$ cat config.mk
export PLATFORM = sky130hd
export DESIGN_NAME = sle_ctrl
export DESIGN_NICKNAME = d
export VERILOG_FILES = /design/src/rtl/sle_pkg.sv /design/src/rtl/sle_ctrl.sv
export SDC_FILE = /design/constraint.sdc
export NUM_CORES = 1
export LEC_CHECK = 0
export ABC_CLOCK_PERIOD_IN_PS = 3200
export BUFFER_PORTS_ARGS = -buffer_cell sky130_fd_sc_hd__buf_2
export CORE_AREA = 10 10 47 49
export CTS_BUF_LIST = sky130_fd_sc_hd__clkbuf_4 sky130_fd_sc_hd__clkbuf_8
export DETAILED_ROUTE_END_ITERATION = 6
export DIE_AREA = 0 0 57 59
export PLACE_DENSITY = 0.39
export RECOVER_POWER = 100
export SYNTH_ARGS = -nofsm -noshare
export SYNTH_HDL_FRONTEND = slang
export SYNTH_SLANG_ARGS = --single-unit
$ cat constraint.sdc
create_clock -name i_clk -period 3.2 [get_ports i_clk]
set_input_delay 0.32 -clock i_clk [delete_from_list [all_inputs] [get_ports i_clk]]
set_output_delay 0.32 -clock i_clk [all_outputs]
set_load 0.02 [all_outputs]
$ cat src/rtl/sle_pkg.sv
// ============================================================================
// sle_pkg - shared types and constants for the sequential list engine
// Widths, opcode and status codes, control struct and search helpers.
// ============================================================================
package sle_pkg;

    localparam int DEPTH  = 64;
    localparam int IDX_W  = $clog2(DEPTH);
    localparam int CNT_W  = IDX_W + 1;
    localparam int DATA_W = 32;
    localparam int OP_W   = 4;
    localparam int ST_W   = 3;

    typedef enum logic [OP_W-1:0] {
        OP_INS_HEAD   = 4'd0,
        OP_INS_TAIL   = 4'd1,
        OP_INS_POS    = 4'd2,
        OP_INS_SORTED = 4'd3,
        OP_RM_HEAD    = 4'd4,
        OP_RM_TAIL    = 4'd5,
        OP_RM_POS     = 4'd6,
        OP_RM_VALUE   = 4'd7,
        OP_SEARCH     = 4'd8,
        OP_SUM        = 4'd9,
        OP_COUNT      = 4'd10
    } t_opcode;

    typedef enum logic [ST_W-1:0] {
        ST_OK       = 3'd0,
        ST_FULL     = 3'd1,
        ST_EMPTY    = 3'd2,
        ST_BADPOS   = 3'd3,
        ST_NOTFOUND = 3'd4
    } t_status;

    typedef struct packed {
        logic load;
        logic compare;
        logic plan;
        logic apply;
    } t_ctl_cmd;

    function automatic logic [IDX_W-1:0] f_first_set(input logic [DEPTH-1:0] vec);
        logic [IDX_W-1:0] idx;
        idx = '0;
        for (int i = DEPTH - 1; i >= 0; i--) begin
            if (vec[i]) idx = IDX_W'(i);
        end
        return idx;
    endfunction

    function automatic logic [IDX_W-1:0] f_last_set(input logic [DEPTH-1:0] vec);
        logic [IDX_W-1:0] idx;
        idx = '0;
        for (int i = 0; i < DEPTH; i++) begin
            if (vec[i]) idx = IDX_W'(i);
        end
        return idx;
    endfunction

endpackage

$ cat src/rtl/sle_ctrl.sv
// ============================================================================
// sle_ctrl - operation sequencer
// Steps each item through load, compare, plan and apply; owns output valid.
// ============================================================================
module sle_ctrl (
    input  logic              i_clk,
    input  logic              i_rst_n,
    input  logic              i_in_valid,
    output logic              o_in_ready,
    input  logic              i_out_ready,
    output logic              o_out_valid,
    output sle_pkg::t_ctl_cmd o_cmd
);
    import sle_pkg::*;

    typedef enum logic [3:0] {
        S_IDLE  = 4'b0001,
        S_CMP   = 4'b0010,
        S_PLAN  = 4'b0100,
        S_APPLY = 4'b1000
    } t_state;

    t_state r_state, n_state;
    logic   r_out_valid, n_out_valid;
    logic   w_slot_free;

    assign w_slot_free = !r_out_valid || i_out_ready;
    assign o_in_ready  = (r_state == S_IDLE);
    assign o_out_valid = r_out_valid;

    always_comb begin
        n_state     = r_state;
        n_out_valid = r_out_valid && !i_out_ready;
        o_cmd       = '0;
        unique case (r_state)
            S_IDLE: begin
                if (i_in_valid) begin
                    o_cmd.load = 1'b1;
                    n_state    = S_CMP;
                end
            end
            S_CMP: begin
                o_cmd.compare = 1'b1;
                n_state       = S_PLAN;
            end
            S_PLAN: begin
                o_cmd.plan = 1'b1;
                n_state    = S_APPLY;
            end
            S_APPLY: begin
                if (w_slot_free) begin
                    o_cmd.apply = 1'b1;
                    n_out_valid = 1'b1;
                    n_state     = S_IDLE;
                end
            end
            default: n_state = S_IDLE;
        endcase
    end

    always_ff @(posedge i_clk) begin
        if (!i_rst_n) begin
            r_state     <= S_IDLE;
            r_out_valid <= 1'b0;
        end else begin
            r_state     <= n_state;
            r_out_valid <= n_out_valid;
        end
    end

endmodule

==> metrics.md <==
| Metric | Value |
|---|---|
| Run status | `complete, no violations` |
| Type of the most critical hold path | `input port to flip-flop` |
| Kind of end point of the critical path | `output port` |
| Maximum clock insertion buffer count | `2` |
| Clk_lat worst skew | `around 0.24 ns` |
| Maximum level of the CTS H-tree | `1` |
| Gr ovfl total | `0` |
| Synthesis-stage register bit count | `5` |
| DRC violation count after routing | `0` |
| Total Routing Usage GR | `4.44%` |
| Via count | `about 250` |
| Share of post-route cells with drive strength above 1 | `23.1%` |
| Cells after synthesis | `28` |
| Clock transition at the registers of the reported paths | `roughly 0.04 ns` |
| Portion of the clock cycle consumed by the worst path in the final layout | `between 50 and 60%` |
| Layout Skew | `approximately 0.0022 ns` |
| Worst IR drop on VDD | `around 150 uV` |
| 1st-pass router iterations | `2` |
| CTS Buf Count | `3` |
| Number of design-rule violations left by the first detailed-router iteration | `4` |
| Vias in the first global route | `287` |
| Average cell area after synthesis | `about 10 um2` |
| Largest net degree at the start of global routing | `9` |
| Required time worst endpoint | `between 2 and 3 ns` |
| Floorplan die height | `a little under 60 um` |
| DR vias/cell | `~4.5` |
| Horizontal die dimension | `roughly 57 um` |
| Site Rows | `14` |
| Sequential-to-total area share from yosys stat | `a little over a third` |
| Maximum operating frequency | `between 500 and 600 MHz` |
| Clock sink count | `5` |
| Fin. max-slew vios | `0` |
| Ys Warns | `0` |
| Core Box Area | `about 0.0014 mm2` |
| Critical setup path kind | `flip-flop to output port` |
| Number of buffers inserted by post-CTS setup repair | `0` |
| RSZ-0062 raised after global routing | `no` |
| Initial antenna violation count | `0` |
| Total Nets Final | `44` |
| Biggest fanout along the worst timing path | `8` |
| Gates resized, CTS repair | `0` |
| Placer Congestion | `approximately 0.66` |
| Setup TNS | `0 ns` |
| Cell area power density | `504 mW/mm2` |
| Root buffer selected by CTS | `sky130_fd_sc_hd__clkbuf_4` |
| I/O Pins | `10` |
| Slew at the pin with the worst max-slew slack | `approximately 0.54 ns` |
| Arrival @ worst endpoint | `1.53 ns` |
| Min cycle time layout | `between 1.5 and 2 ns` |
| Count of inserted antenna diode cells | `0` |
| Post-detailed-routing wire length | `between 600 and 700 um` |
| Nets in the synthesized netlist | `32` |
| CP Launch Type | `flip-flop` |
| Synthesis-to-finish area growth | `22.6%` |
| Post-detailed-route wirelength per cell | `between 10 and 15 um` |
| Count of non-filler cells in the finished layout | `55` |
| Number of hold buffers added after CTS | `0` |
| Total setup violations reported at the end of the flow | `0` |
| Port Buffers | `9` |
| TritonCTS clock tree | `yes` |
| Leak | `0.000135 uW` |
| Most frequent cells in the layout | `sky130_fd_sc_hd__dfxtp_1 (5), sky130_fd_sc_hd__clkbuf_1 (5), sky130_fd_sc_hd__clkbuf_4 (4), sky130_fd_sc_hd__buf_2 (4)` |
| Antenna-violating nets left | `0` |
| Max-cap violations | `0` |
| Placed cell count | `51` |
| Number of distinct library cells after synthesis | `19` |
| Hold Fails Final Rpt | `0` |
| Post-Syn Area | `around 280 um2` |
| First-pass GRT wire length | `about 1200 um` |
| Die footprint | `roughly 0.0034 mm2` |
| Slew HR | `a little under two thirds` |
| Starting utilization of the core area | `between 20% and 30%` |
-- cells in the mapped netlist --
master / n / area, um2
sky130_fd_sc_hd__a21bo_1: 1 / 10.0
sky130_fd_sc_hd__and2_1: 2 / 12.5
sky130_fd_sc_hd__and3_1: 1 / 6.26
sky130_fd_sc_hd__and4bb_4: 1 / 16.3
sky130_fd_sc_hd__buf_4: 1 / 7.51
sky130_fd_sc_hd__clkbuf_2: 1 / 5.00
sky130_fd_sc_hd__dfxtp_1: 5 / 100
sky130_fd_sc_hd__inv_1: 2 / 7.51
sky130_fd_sc_hd__mux2i_1: 1 / 10.0
sky130_fd_sc_hd__nor2b_1: 3 / 18.8
sky130_fd_sc_hd__nor3b_1: 1 / 7.51
sky130_fd_sc_hd__nor4_1: 1 / 6.26
sky130_fd_sc_hd__nor4_2: 1 / 12.5
sky130_fd_sc_hd__nor4b_1: 2 / 17.5
sky130_fd_sc_hd__nor4b_2: 1 / 15.0
sky130_fd_sc_hd__o21a_1: 1 / 7.51
sky130_fd_sc_hd__o21ai_0: 1 / 5.00
sky130_fd_sc_hd__o21bai_1: 1 / 7.51
sky130_fd_sc_hd__o311a_1: 1 / 10.0
-- state kept, by name, summed over array words and instances, names as in the netlist --
signal / flops
o_out_valid: 1
r_state: 4
-- layer usage --
layer / global-route usage, % / part of all wire, % / up-vias
met5: 0 / 0 / -
met4: 4.03 / 1.4 / 0
met3: 2.79 / 4.5 / 2
met2: 6.51 / 46 / 7
met1: 4.25 / 47 / 111
li1: - / - / 126
-- cell families (layout without fill, tap and decap cells) --
| group | after synthesis | after routing | share of synthesized area [%] |
|---|---|---|---|
| flops | 5 | 5 | 35.4 |
| simple gates | 13 | 13 | 39.8 |
| compound gates | 5 | 5 | 14.2 |
| buf+inv | 4 | 15 | 7.08 |
| mux | 1 | 1 | 3.54 |
-- area by class of cell --
type	count	area, um2
sequential	5	100
clock buffer	4	30.0
timing repair buffer	9	38.8
fill	178	1050
inverter	2	7.51
tap	16	20.0
multi-input combinational	19	150
-- critical path: stages, from the launching register on --
cell	delay (ns)
sky130_fd_sc_hd__dfxtp_1	0.44
sky130_fd_sc_hd__nor4b_1	0.50
sky130_fd_sc_hd__and2_0	0.19
sky130_fd_sc_hd__buf_2	0.16
-- power by group --
part	total (uW)	leakage, uW	internal [uW]	switching (uW)
clock	79.2	0.0000184	55.5	23.7
sequential	70.4	0.0000408	65.5	4.90
combinational	24.9	0.0000756	11.3	13.7
total	175	0.000135	132	42.3
-- metrics by stage --
stage,total power [uW],util (%),area (um2),setup WS [ns],hold WS (ns)
floorplan,89.7,-,283,1.56,0.438
global placement,99.1,23.9,335,1.75,0.532
detailed placement,99.6,23.9,335,1.73,0.541
CTS,183,26.1,365,1.47,0.317
global route,187,24.7,347,1.13,0.338
finish,175,24.7,347,1.35,0.325
-- worst paths after layout --
kind                   start           to  slack, ns  depth (start not counted)
hold / removal       i_rst_n  o_out_valid       0.33                          2
hold reg to reg   r_state[1]   r_state[3]       0.52                          1
setup / recovery  r_state[0]     o_cmd[3]       1.35                          3
setup reg to reg  r_state[0]   r_state[0]       1.89                          3
Power figures use the tool's default switching activity.
